--- config.mk ---
export PLATFORM = sky130hd
export DESIGN_NAME = stx_etx_dle_frame_receiver_crc
export DESIGN_NICKNAME = d
export VERILOG_FILES = /design/src/hw/rtl/sedfr_pkg.sv /design/src/hw/rtl/sedfr_cfg.sv /design/src/hw/rtl/sedfr_crc8.sv /design/src/hw/rtl/sedfr_core.sv /design/src/hw/rtl/stx_etx_dle_frame_receiver_crc.sv
export SDC_FILE = /design/constraint.sdc
export NUM_CORES = 1
export LEC_CHECK = 0
export BUFFER_PORTS_ARGS = -buffer_cell sky130_fd_sc_hd__buf_2
export CAP_MARGIN = 20
export CORE_MARGIN = 4
export CORE_UTILIZATION = 40
export CTS_CLUSTER_SIZE = 14
export DETAILED_ROUTE_END_ITERATION = 16
export PLACE_DENSITY = 0.65
export SLEW_MARGIN = 10
export SYNTH_ARGS = -nofsm -noshare
export SYNTH_HDL_FRONTEND = slang
export SYNTH_SLANG_ARGS = --single-unit
export TNS_END_PERCENT = 50
--- constraint.sdc ---
create_clock -name aclk -period 4.45 [get_ports aclk]
set_clock_uncertainty 0.05 [all_clocks]
set_input_delay 0.445 -clock aclk [delete_from_list [all_inputs] [get_ports aclk]]
set_output_delay 0.445 -clock aclk [all_outputs]
set_load 0.02 [all_outputs]
--- src/hw/rtl/sedfr_pkg.sv ---
// shared types, codes and reset values for the framed byte receiver
package sedfr_pkg;

    // default frame capacity in bytes
    localparam int FRAME_LEN_DEF = 64;

    // configuration register indexes
    localparam int          CFG_IDX_W       = 3;
    localparam logic [2:0]  CFG_CRC_POLY    = 3'd0;
    localparam logic [2:0]  CFG_CRC_INIT    = 3'd1;
    localparam logic [2:0]  CFG_START_CODE  = 3'd2;
    localparam logic [2:0]  CFG_END_CODE    = 3'd3;
    localparam logic [2:0]  CFG_ESCAPE_CODE = 3'd4;

    // configuration reset values
    localparam logic [15:0] CRC_POLY_RST    = 16'h1021;
    localparam logic [15:0] CRC_INIT_RST    = 16'hFFFF;
    localparam logic [7:0]  START_CODE_RST  = 8'h02;
    localparam logic [7:0]  END_CODE_RST    = 8'h03;
    localparam logic [7:0]  ESCAPE_CODE_RST = 8'h10;

    // parser states
    localparam logic [1:0] ST_WAIT    = 2'd0;
    localparam logic [1:0] ST_CLEAR   = 2'd1;
    localparam logic [1:0] ST_UNESC   = 2'd2;
    localparam logic [1:0] ST_COLLECT = 2'd3;

    // result event codes
    localparam logic [2:0] EV_NONE     = 3'd0;
    localparam logic [2:0] EV_PAYLOAD  = 3'd1;
    localparam logic [2:0] EV_GOOD     = 3'd2;
    localparam logic [2:0] EV_CRCERR   = 3'd3;
    localparam logic [2:0] EV_OVERFLOW = 3'd4;
    localparam logic [2:0] EV_HALT     = 3'd5;

    // input beat
    typedef struct packed {
        logic [7:0] rx_byte;
        logic       upstream_error;
    } in_beat_t;

    // result beat
    typedef struct packed {
        logic [2:0] event_kind;
        logic [7:0] payload_byte;
        logic [5:0] payload_index;
        logic [6:0] frame_length;
        logic       crc_error_seen;
        logic       overflow_seen;
    } out_beat_t;

    // configuration register set
    typedef struct packed {
        logic [15:0] crc_poly;
        logic [15:0] crc_init;
        logic [7:0]  start_code;
        logic [7:0]  end_code;
        logic [7:0]  escape_code;
    } cfg_regs_t;

endpackage

--- src/hw/rtl/sedfr_cfg.sv ---
// configuration register file of the framed byte receiver
module sedfr_cfg (
    input  logic                            aclk,
    input  logic                            aresetn,
    input  logic                            wr_en,
    input  logic [sedfr_pkg::CFG_IDX_W-1:0] wr_index,
    input  logic [15:0]                     wr_data,
    output sedfr_pkg::cfg_regs_t            cfg
);
    import sedfr_pkg::*;

    cfg_regs_t cfg_reg;
    cfg_regs_t cfg_next;

    // register select, unknown indexes leave everything unchanged
    always_comb begin
        cfg_next = cfg_reg;
        if (wr_en) begin
            case (wr_index)
                CFG_CRC_POLY:    cfg_next.crc_poly    = wr_data;
                CFG_CRC_INIT:    cfg_next.crc_init    = wr_data;
                CFG_START_CODE:  cfg_next.start_code  = wr_data[7:0];
                CFG_END_CODE:    cfg_next.end_code    = wr_data[7:0];
                CFG_ESCAPE_CODE: cfg_next.escape_code = wr_data[7:0];
                default:         cfg_next = cfg_reg;
            endcase
        end
    end

    always_ff @(posedge aclk) begin
        if (!aresetn) begin
            cfg_reg.crc_poly    <= CRC_POLY_RST;
            cfg_reg.crc_init    <= CRC_INIT_RST;
            cfg_reg.start_code  <= START_CODE_RST;
            cfg_reg.end_code    <= END_CODE_RST;
            cfg_reg.escape_code <= ESCAPE_CODE_RST;
        end else begin
            cfg_reg <= cfg_next;
        end
    end

    assign cfg = cfg_reg;

endmodule

--- src/hw/rtl/sedfr_crc8.sv ---
// byte-wide crc-16 update, msb first, no reflection
module sedfr_crc8 (
    input  logic [15:0] crc_in,
    input  logic [7:0]  data_in,
    input  logic [15:0] poly_in,
    output logic [15:0] crc_out
);
    logic [15:0] acc;

    // eight shift steps unrolled
    always_comb begin
        acc = crc_in ^ {data_in, 8'h00};
        for (int i = 0; i < 8; i++) begin
            if (acc[15]) begin
                acc = {acc[14:0], 1'b0} ^ poly_in;
            end else begin
                acc = {acc[14:0], 1'b0};
            end
        end
        crc_out = acc;
    end

endmodule

--- src/hw/rtl/sedfr_core.sv ---
// deframing state machine with byte count, crc and sticky flags
module sedfr_core #(
    parameter int FRAME_LEN = sedfr_pkg::FRAME_LEN_DEF
) (
    input  logic                 aclk,
    input  logic                 aresetn,
    input  logic                 step,
    input  sedfr_pkg::in_beat_t  beat_in,
    input  sedfr_pkg::cfg_regs_t cfg,
    output sedfr_pkg::out_beat_t beat_out
);
    import sedfr_pkg::*;

    localparam int CNT_W = $clog2(FRAME_LEN + 1);
    localparam logic [CNT_W-1:0] CNT_MAX = CNT_W'(FRAME_LEN);

    logic [1:0]       state_reg, state_next;
    logic [CNT_W-1:0] count_reg, count_next;
    logic [15:0]      crc_reg, crc_next;
    logic             ovf_reg, ovf_next;
    logic             crcfail_reg, crcfail_next;

    logic [CNT_W-1:0] count_base;
    logic [15:0]      crc_base;
    logic [15:0]      crc_folded;
    logic [7:0]       b;
    out_beat_t        res;

    assign b = beat_in.rx_byte;

    // the clear state restarts the frame before looking at its byte
    assign count_base = (state_reg == ST_CLEAR) ? '0 : count_reg;
    assign crc_base   = (state_reg == ST_CLEAR) ? cfg.crc_init : crc_reg;

    sedfr_crc8 u_crc8 (
        .crc_in  (crc_base),
        .data_in (b),
        .poly_in (cfg.crc_poly),
        .crc_out (crc_folded)
    );

    // next state and result
    always_comb begin
        state_next   = state_reg;
        count_next   = count_reg;
        crc_next     = crc_reg;
        ovf_next     = ovf_reg;
        crcfail_next = crcfail_reg;
        res          = '0;

        if (ovf_reg) begin
            res.event_kind = EV_HALT;
        end else if (beat_in.upstream_error) begin
            state_next     = ST_WAIT;
            count_next     = '0;
            crc_next       = cfg.crc_init;
            res.event_kind = EV_HALT;
        end else begin
            count_next = count_base;
            crc_next   = crc_base;
            case (state_reg)
                ST_WAIT: begin
                    if (b == cfg.start_code) state_next = ST_CLEAR;
                end
                ST_CLEAR, ST_UNESC, ST_COLLECT: begin
                    if (state_reg != ST_UNESC && state_reg != ST_COLLECT
                            && b == cfg.start_code) begin
                        state_next = ST_CLEAR;
                    end else if (state_reg == ST_CLEAR && b == cfg.end_code) begin
                        state_next = ST_WAIT;
                    end else if (state_reg != ST_UNESC && b == cfg.escape_code) begin
                        state_next = ST_UNESC;
                    end else if (state_reg == ST_COLLECT && b == cfg.start_code) begin
                        state_next = ST_CLEAR;
                    end else if (state_reg == ST_COLLECT && b == cfg.end_code) begin
                        // frame end, residue check
                        state_next       = ST_WAIT;
                        res.frame_length = 7'(count_base);
                        if (crc_base == 16'h0000) begin
                            res.event_kind = EV_GOOD;
                        end else begin
                            crcfail_next   = 1'b1;
                            res.event_kind = EV_CRCERR;
                        end
                    end else begin
                        // store a payload byte
                        state_next = ST_COLLECT;
                        if (count_base < CNT_MAX) begin
                            res.event_kind    = EV_PAYLOAD;
                            res.payload_byte  = b;
                            res.payload_index = 6'(count_base);
                            count_next        = count_base + 1'b1;
                            crc_next          = crc_folded;
                        end else begin
                            ovf_next       = 1'b1;
                            res.event_kind = EV_OVERFLOW;
                        end
                    end
                end
                default: state_next = ST_WAIT;
            endcase
        end

        res.crc_error_seen = crcfail_next;
        res.overflow_seen  = ovf_next;
    end

    // state registers, updated once per processed beat
    always_ff @(posedge aclk) begin
        if (!aresetn) begin
            state_reg   <= ST_WAIT;
            count_reg   <= '0;
            crc_reg     <= CRC_INIT_RST;
            ovf_reg     <= 1'b0;
            crcfail_reg <= 1'b0;
        end else if (step) begin
            state_reg   <= state_next;
            count_reg   <= count_next;
            crc_reg     <= crc_next;
            ovf_reg     <= ovf_next;
            crcfail_reg <= crcfail_next;
        end
    end

    assign beat_out = res;

endmodule

--- src/hw/rtl/stx_etx_dle_frame_receiver_crc.sv ---
// top level of the framed byte receiver with crc-16 check
//
// channel   direction  handshake            payload
// s_        in         s_valid / s_ready    s_data     (rx_byte, upstream_error)
// m_        out        m_valid / m_ready    m_data     (event, payload, length, flags)
// cfg_      in         cfg_valid/cfg_ready  cfg_index, cfg_data
//
// one result beat per input beat; a beat taken on s_ passes the input register, then the result register, to m_
// sustained rate is one beat per cycle while m_ready stays high: input register, parser logic, result register
// synchronous active-low reset; parser waits for start, crc holds its initial value
// a stall on m_ fills the input register, then drops s_ready; no beat is lost
// cfg_ready is always high; writes take effect on the next beat processed
module stx_etx_dle_frame_receiver_crc #(
    parameter int FRAME_LEN = sedfr_pkg::FRAME_LEN_DEF
) (
    input  logic                            aclk,
    input  logic                            aresetn,
    input  logic                            s_valid,
    output logic                            s_ready,
    input  sedfr_pkg::in_beat_t             s_data,
    output logic                            m_valid,
    input  logic                            m_ready,
    output sedfr_pkg::out_beat_t            m_data,
    input  logic                            cfg_valid,
    output logic                            cfg_ready,
    input  logic [sedfr_pkg::CFG_IDX_W-1:0] cfg_index,
    input  logic [15:0]                     cfg_data
);
    import sedfr_pkg::*;

    logic      in_valid_reg;
    in_beat_t  in_data_reg;
    logic      out_valid_reg;
    out_beat_t out_data_reg;
    logic      out_free;
    logic      step;
    cfg_regs_t cfg;
    out_beat_t core_res;

    assign cfg_ready = 1'b1;

    sedfr_cfg u_cfg (
        .aclk     (aclk),
        .aresetn  (aresetn),
        .wr_en    (cfg_valid),
        .wr_index (cfg_index),
        .wr_data  (cfg_data),
        .cfg      (cfg)
    );

    // pipeline flow control
    assign out_free = !out_valid_reg || m_ready;
    assign step     = in_valid_reg && out_free;
    assign s_ready  = !in_valid_reg || step;

    sedfr_core #(
        .FRAME_LEN (FRAME_LEN)
    ) u_core (
        .aclk     (aclk),
        .aresetn  (aresetn),
        .step     (step),
        .beat_in  (in_data_reg),
        .cfg      (cfg),
        .beat_out (core_res)
    );

    // input register
    always_ff @(posedge aclk) begin
        if (!aresetn) begin
            in_valid_reg <= 1'b0;
        end else if (s_ready) begin
            in_valid_reg <= s_valid;
        end
    end

    always_ff @(posedge aclk) begin
        if (s_ready && s_valid) begin
            in_data_reg <= s_data;
        end
    end

    // result register
    always_ff @(posedge aclk) begin
        if (!aresetn) begin
            out_valid_reg <= 1'b0;
        end else if (out_free) begin
            out_valid_reg <= step;
        end
    end

    always_ff @(posedge aclk) begin
        if (step) begin
            out_data_reg <= core_res;
        end
    end

    assign m_valid = out_valid_reg;
    assign m_data  = out_data_reg;

    // checks
    a_ovf_event_flag: assert property (@(posedge aclk) disable iff (!aresetn)
        out_valid_reg && out_data_reg.event_kind == EV_OVERFLOW
            |-> out_data_reg.overflow_seen)
        else $error("overflow event without sticky overflow flag");

    a_crc_event_flag: assert property (@(posedge aclk) disable iff (!aresetn)
        out_valid_reg && out_data_reg.event_kind == EV_CRCERR
            |-> out_data_reg.crc_error_seen)
        else $error("crc error event without sticky crc flag");

    a_no_payload_halted: assert property (@(posedge aclk) disable iff (!aresetn)
        out_valid_reg && out_data_reg.event_kind == EV_PAYLOAD
            |-> !out_data_reg.overflow_seen)
        else $error("payload beat reported while halted");

    a_stall_backpressure: assert property (@(posedge aclk) disable iff (!aresetn)
        in_valid_reg && !out_free |-> !s_ready)
        else $error("input taken while both stages are full");

endmodule

Word level (Yosys, flattened, before mapping)
Index checks and enable logic that the tools add are counted.
W data, S select, Z words.
{"block": "totals", "elab_cells": 139, "regBits": 120, "in_bits": 33, "out_inout_bits": 29}
{"block": "classes", "magnitude_cmp": 1, "n_eq_ne": 13, "n_addsub": 1, "n_reduce_logical": 27, "n_mux": 63, "bitwise": 13}
{"op": "$mux W16", "n": 17}
{"op": "$xor A16 B16 Y16", "n": 9}
{"op": "$mux W24", "n": 5}
{"op": "$mux W7", "n": 10}
{"op": "$mux W14", "n": 2}
{"op": "$eq A8 B8 Y1", "n": 3}
{"op": "$mux W1", "n": 19}
{"op": "$logic_not A16 Y1", "n": 1}
{"op": "$mux W2", "n": 7}
{"op": "$reduce_and A2 Y1", "n": 6}
{"op": "$reduce_or A9 Y1", "n": 1}
{"op": "$logic_and A1 B1 Y1", "n": 8}
{"op": "$reduce_or A8 Y1", "n": 1}
{"op": "$add A7 B1 Y7 const B", "n": 1}
{"op": "$lt A7 B7 Y1 const B", "n": 1}
{"op": "$reduce_or A7 Y1", "n": 1}
{"op": "$eq A3 B2 Y1 const B", "n": 2}
{"op": "$mux W3", "n": 2}
{"op": "$eq A2 B2 Y1 const B", "n": 2}
{"op": "$ne A2 B2 Y1 const B", "n": 2}
{"op": "$not A1 Y1", "n": 4}
{"op": "$pmux W2 S2", "n": 1}
{"op": "$eq A3 B1 Y1 const B", "n": 1}
{"op": "$eq A3 B3 Y1 const B", "n": 1}
{"op": "other kinds (9)", "n": 11}

Depth between registers and ports, before layout
{"block": "depth", "ltp_word": 27, "mapped_depth": 18, "ltp_nobuf": 14}

By module
From an unflattened synthesis, not the netlist that was laid out.
{"block": "hier_totals", "hier_cells": 999, "hier_area_um2": 8785.9}
{"mod": "sedfr_crc8", "cells_each": 383, "n_inst": 1, "area_per_inst_um2": 2897.8, "seq_area_each_um2": 0.0}
{"mod": "sedfr_core", "cells_each": 348, "n_inst": 1, "area_per_inst_um2": 2454.9, "seq_area_each_um2": 540.5}
{"mod": "sedfr_cfg", "cells_each": 222, "n_inst": 1, "area_per_inst_um2": 2267.2, "seq_area_each_um2": 1121.1}
{"mod": "stx_etx_dle_frame_receiver_crc", "cells_each": 46, "n_inst": 1, "area_per_inst_um2": 1166.1, "seq_area_each_um2": 1091.0}

Worst setup path after synthesis
No wires, ideal clock.
{"block": "synth_timing", "kind": "reg2reg", "start": "register in_data_reg[7] (netlist name)", "end": "register u_core.crc_reg[15]", "t_required_ns": 4.327, "synth_period_minus_slack_ns": 4.076, "slack_ns": 0.374, "path_stages_with_launch": 17, "setup_ns": 0.073, "t_arrival_ns": 3.953, "path_buffers": 2, "path_cell_list": "edfxtp_1 -> buf_2 -> nor2b_1 -> o21ai_1 -> nand2_1 -> or3_1 -> a31oi_1 -> o311ai_1 -> or2_1 -> a32o_1 -> xor2_1 -> or3_1 -> and4_4 -> buf_4 -> o21ai_1 -> xor3_1 -> o211ai_2"}
{"block": "synth_between", "elab_chain_len": 24, "word_cells_on_any_way": 32, "cone_classes": "eq/ne: 3; mux: 16; bitwise: 8; reduce/logical: 5"}
{"element": "start: declaration", "line_no": "stx_etx_dle_frame_receiver_crc.sv:32", "text": "in_beat_t in_data_reg;"}
{"element": "start signal: assignment", "line_no": "stx_etx_dle_frame_receiver_crc.sv:78", "text": "in_data_reg <= s_data;"}
{"element": "$xor A16 B16 Y16", "line_no": "sedfr_crc8.sv:12", "text": "acc = crc_in ^ {data_in, 8'h00};"}
{"element": "$xor A16 B16 Y16", "line_no": "sedfr_crc8.sv:15", "text": "acc = {acc[14:0], 1'b0} ^ poly_in;"}
{"element": "$mux W16 (2 in a row)", "line_no": "sedfr_crc8.sv:14", "text": "if (acc[15]) begin"}
{"element": "$xor A16 B16 Y16", "line_no": "sedfr_crc8.sv:15"}
{"element": "$mux W16", "line_no": "sedfr_crc8.sv:14"}
{"element": "$xor A16 B16 Y16", "line_no": "sedfr_crc8.sv:15"}
{"element": "$mux W16", "line_no": "sedfr_crc8.sv:14"}
{"element": "$xor A16 B16 Y16", "line_no": "sedfr_crc8.sv:15"}
{"element": "(+7 left out)"}
{"element": "$mux W16", "line_no": "sedfr_core.sv:88", "text": "if (count_base < CNT_MAX) begin"}
{"element": "$mux W16", "line_no": "sedfr_core.sv:75", "text": "end else if (state_reg == ST_COLLECT && b == cfg.end_code) begin"}
{"element": "$mux W16", "line_no": "sedfr_core.sv:73", "text": "end else if (state_reg == ST_COLLECT && b == cfg.start_code) begin"}
{"element": "$mux W16", "line_no": "sedfr_core.sv:71", "text": "end else if (state_reg != ST_UNESC && b == cfg.escape_code) begin"}
{"element": "$mux W16", "line_no": "sedfr_core.sv:69", "text": "end else if (state_reg == ST_CLEAR && b == cfg.end_code) begin"}
{"element": "$mux W16 (*)", "line_no": "sedfr_core.sv:66", "text": "if (state_reg != ST_UNESC && state_reg != ST_COLLECT"}
{"element": "$mux W16 (*)", "line_no": "sedfr_core.sv:61", "text": "case (state_reg)"}
{"element": "$mux W16 (*)", "line_no": "sedfr_core.sv:53", "text": "end else if (beat_in.upstream_error) begin"}
{"element": "end signal: assignment", "line_no": "sedfr_core.sv:119", "text": "crc_reg <= crc_next;"}
{"element": "end: declaration", "line_no": "sedfr_core.sv:19", "text": "logic [15:0] crc_reg, crc_next;"}
Mark *: on every way between the ends. The rest lies on a longest branch, timed or not.
A chain may end at the register's enable or synchronous reset.

Worst setup path after layout
{"block": "layout_timing", "start": "register u_core.state_reg[1]", "end": "register u_core.crc_reg[5]"}
{"block": "layout_between", "elab_chain_len": 26, "word_cells_on_any_way": 40, "cone_classes": "order compare: 1; eq/ne: 5; mux: 18; bitwise: 9; reduce/logical: 7"}
{"element": "start: declaration", "line_no": "sedfr_core.sv:17", "text": "logic [1:0] state_reg, state_next;"}
{"element": "start signal: assignment", "line_no": "sedfr_core.sv:117", "text": "state_reg <= state_next;"}
{"element": "$eq A2 B1 Y1"}
{"element": "$mux W16", "line_no": "sedfr_core.sv:33", "text": "assign crc_base = (state_reg == ST_CLEAR) ? cfg.crc_init : crc_reg;"}
{"element": "$xor A16 B16 Y16", "line_no": "sedfr_crc8.sv:12"}
{"element": "$xor A16 B16 Y16", "line_no": "sedfr_crc8.sv:15"}
{"element": "$mux W16", "line_no": "sedfr_crc8.sv:14"}
{"element": "$xor A16 B16 Y16", "line_no": "sedfr_crc8.sv:15"}
{"element": "$mux W16", "line_no": "sedfr_crc8.sv:14"}
{"element": "$mux W16 or $xor A16 B16 Y16 (tied branches)", "line_no": "sedfr_crc8.sv:14, sedfr_crc8.sv:15"}
{"element": "(+10 left out)"}
{"element": "$mux W16", "line_no": "sedfr_core.sv:88"}
{"element": "$mux W16", "line_no": "sedfr_core.sv:75"}
{"element": "$mux W16", "line_no": "sedfr_core.sv:73"}
{"element": "$mux W16", "line_no": "sedfr_core.sv:71"}
{"element": "$mux W16", "line_no": "sedfr_core.sv:69"}
{"element": "$mux W16", "line_no": "sedfr_core.sv:66"}
{"element": "$mux W16 (*)", "line_no": "sedfr_core.sv:61"}
{"element": "$mux W16 (*)", "line_no": "sedfr_core.sv:53"}
Marked as above.

==> metrics.md <==
| Metric | Value |
|---|---|
| Post-Syn Area | 0.008049 sq mm |
| CTS buffer count | 17 |
| Overall Power | ~3.3 mW |
| Max Fclk | 235.2 MHz |
| Ys async rst share | 0% |
| Router iterations before antenna repair | 5 |
| CP endpoint kind | register |
| Synth cell types | 76 |
| Net Sw Frac | about 29% |
| Worst flop-to-flop path startpoint | u_core.state_reg[1] |
| Hold buffers post-CTS | 0 |
| Die width | approximately 150 microns |
| CP max FO | 11 |
| Layout cells sized above 1 | 16.43% |
| Final Max Slew Viols | 0 |
| Leakage | ~3.6 nW |
| Sequential element share of the synthesized area | between 30 and 40% |
| DP HPWL | between 15000 and 20000 microns |
| Die H | ~150 microns |
| Maxcap violations | 0 |
| CTS H-tree lvls | 4 |
| Post-synth EDFFs | 35 |
| Setup_tns | 0 ns |
| Non-filler instance count after layout | between 1000 and 1500 |
| CP required | about 4.7 ns |
| Met2 usage | a little under a third |
| Comb pwr share | a little under a quarter |
| Power Dens Cells | about 350 mW/mm^2 |
| Drt drc | 0 |
| # clock sinks | 120 |
| Total Wirelength | around 23000 microns |
| Maximum clock insertion buffer count | 2 |
| Arrival time worst endpoint | 4.51 ns |
| Clk_lat worst skew | between 0.4 and 0.5 ns |
| # nets final | 1074 |
| Root buffer cell | clkbuf_16 |
| Status | complete, no violations |
| ANT nets after route | 0 |
| DIE AREA | around 0.022 sq mm |
| Final Wtd Congestion | between 0.8 and 0.9 |
| Area growth, synth to finish | 17.30% |
| Syn Area/Cell | between 8 and 9 sq um |
| Most Crowded Layer GR | met2 |
| WS Path Type | register to register |
| CP Launch Type | register |
| Vias in the first global route | 6610 |
| IO Pins | 62 |
| Max reg flops | 56 |
| First-pass GRT wire length | between 30000 and 40000 microns |
| Core box area | 0.01965 sq mm |
| DRT iter0 DRCs | a little under 500 |
| Initial core utilization | between 40% and 50% |
| Routing usage on met1 | 29.35% |
| Max rail drop VDD | about 0.29 mV |
| Hold WC Path Type | primary input to register |
| Mapped Nets | between 1000 and 1500 |
| Drt wl/cell | about 17 microns |
| Met3 Use GR | under 10% |
| Total congestion overflow | 0 |
| Largest net degree at the start of global routing | 53 |
| Setup violators final | 0 |
| Count of warnings emitted by yosys | 0 |
| Vias/cell | 5.441 |
| Flops & latches, synth | 120 |
| Net Sw Power | around 950 uW |
| Final Hold Viols | 0 |
| Crit path launch | u_core.state_reg[1] |
| Gr usage total | between 20% and 30% |
| Synth Instances | between 900 and 1000 |
| Int Pwr | 2.376 mW |
| PortBufs | 60 |
| N_diodes | 0 |
| Slew headroom | 34.64% |
| CTS tree | yes |
| Post-route clock period utilization | around 96% |
| Initial antenna violation count | 0 |
| Dpl cells | about 1300 |
| Min Clock Period, post-route | around 4.3 ns |
| Main synth FF type | dfxtp_1 |
| Power share of the clock group | 40.7% |
| Measured slew at the worst slew-check pin | about 0.98 ns |
| Flop pwr share | a little over a third |
| Clock Pin Slew Worst Setup and Hold Paths | 0.06 ns |
| Hold path startpoint | s_data[5] |
| Row count | slightly above 50 |
| Vias | 7171 |
[final cells by class]
class | instances | area [sq um]
Sequential cell | 120 | 2753
Timing Repair Buffer | 112 | 715.7
Clock buffer | 23 | 499.2
Fill cell | 1962 | 10210
Tap cell | 265 | 331.6
Multi-Input combinational cell | 776 | 5005
Inverter | 13 | 48.80
Clock inverter | 9 | 88.84
[final timing paths]
| check | to | slack [ns] | depth (start not counted) |
|---|---|---|---|
| hold reg to reg | u_cfg.cfg[11] | 0.43 | 2 |
| hold / removal | in_data_reg[5] | 0.15 | 1 |
| setup reg to reg | u_core.crc_reg[5] | 0.20 | 16 |
| setup / recovery | u_core.crc_reg[5] | 0.20 | 16 |
[logic make-up (layout without fill, tap and decap cells)]
group	Yosys count	count (layout)	synth area share, %
AOI/OAI and AO/OA	186	186	16.62
xor gates and xnor gates	132	132	17.86
adders and majority gates	1	1	0.1554
buffers and inverters	86	157	4.570
DFF	120	120	34.20
muxes	18	18	2.254
other	1	1	0.04659
and+or+nand+nor	438	438	24.30
[what timing repair did]
item | 4_1_cts | 5_1_grt
buffers inserted | 0 | 6
endpoints found under the setup margin | 0 | 16
gates resized for setup | 0 | 14
[cell usage after synthesis (18+ instances only)]
library cell | instances | area (sq um)
xor2_1 | 32 | 280.3
nor2b_1 | 18 | 112.6
o21ai_0 | 32 | 160.2
and3_1 | 18 | 112.6
nand3_1 | 43 | 215.2
clkbuf_1 | 56 | 210.2
edfxtp_1 | 35 | 1051
a21oi_1 | 22 | 110.1
nor2_1 | 49 | 183.9
nand2_1 | 243 | 912.1
xnor2_1 | 80 | 700.7
a21boi_0 | 36 | 270.3
dfxtp_1 | 85 | 1702
[placed cells by master, fill, tap and decap left out, drive strengths merged, types with 4 or more instances in the layout]
cell type  netlist  final
xnor2           81     81
edfxtp          35     35
nand2          243    243
clkbuf          56     23
and2             9      9
o211ai          12     12
a21boi          36     36
nor3            13     13
nor2b           18     18
a31oi            5      5
xor3             6      6
nand2b          11     11
inv             13     14
a211oi           7      7
dfxtp           85     85
xor2            33     33
a31o             4      4
o21ai           47     47
xnor3           12     12
nand4            8      8
mux2i           17     17
o31a             4      4
clkinv           0      4
nand3           43     43
nor4            13     13
buf             17    112
nor2            49     49
a21oi           23     23
a22oi           12     12
and3            18     18
[power by group through the flow]
stage | clock network (mW) | registers, mW | logic (mW)
2_1_floorplan | 0 | 1.22 | 0.549
3_5_place_dp | 0 | 1.23 | 0.725
3_3_place_gp | 0 | 1.23 | 0.717
6_report | 1.35 | 1.21 | 0.760
5_1_grt | 1.42 | 1.22 | 0.824
4_1_cts | 1.36 | 1.21 | 0.732
[routing by layer]
metal  wire length [microns]  vias to the layer above  share of wire, %
met5                       0                        -                 0
met4                     293                        0               1.3
met3                    1686                       31               7.4
met2                   10300                      253                45
met1                   10460                     3381                46
li1                        -                     3506                 -
[metrics by stage]
stage	util, %	area [sq um]	hold WS (ns)	setup slack (ns)
after CTS	47.37	9310	0.1336	0.01058
after detailed placement	44.38	8722	0.4215	0.06040
after floorplan	-	8049	0.4045	0.3741
after global placement	44.38	8722	0.4152	0.09999
after global routing	48.04	9442	0.1381	-0.03614
final	48.04	9442	0.1513	0.1979
[worst max-delay path, cell delays in order, from the launching register on]
cell and delay (ns):
dfxtp_1 0.31, and2b_1 0.30, buf_4 0.21, mux2i_4 0.30, xor2_2 0.22, xnor3_1 0.35, o21ai_0 0.19, nand4_1 0.16
and2_1 0.19, a32o_1 0.29, xor2_1 0.20, or3_1 0.44, a31oi_4 0.22, buf_12 0.15, o21ai_1 0.09, xnor3_1 0.21
o31a_1 0.26
(Power assumes the default switching activity.)
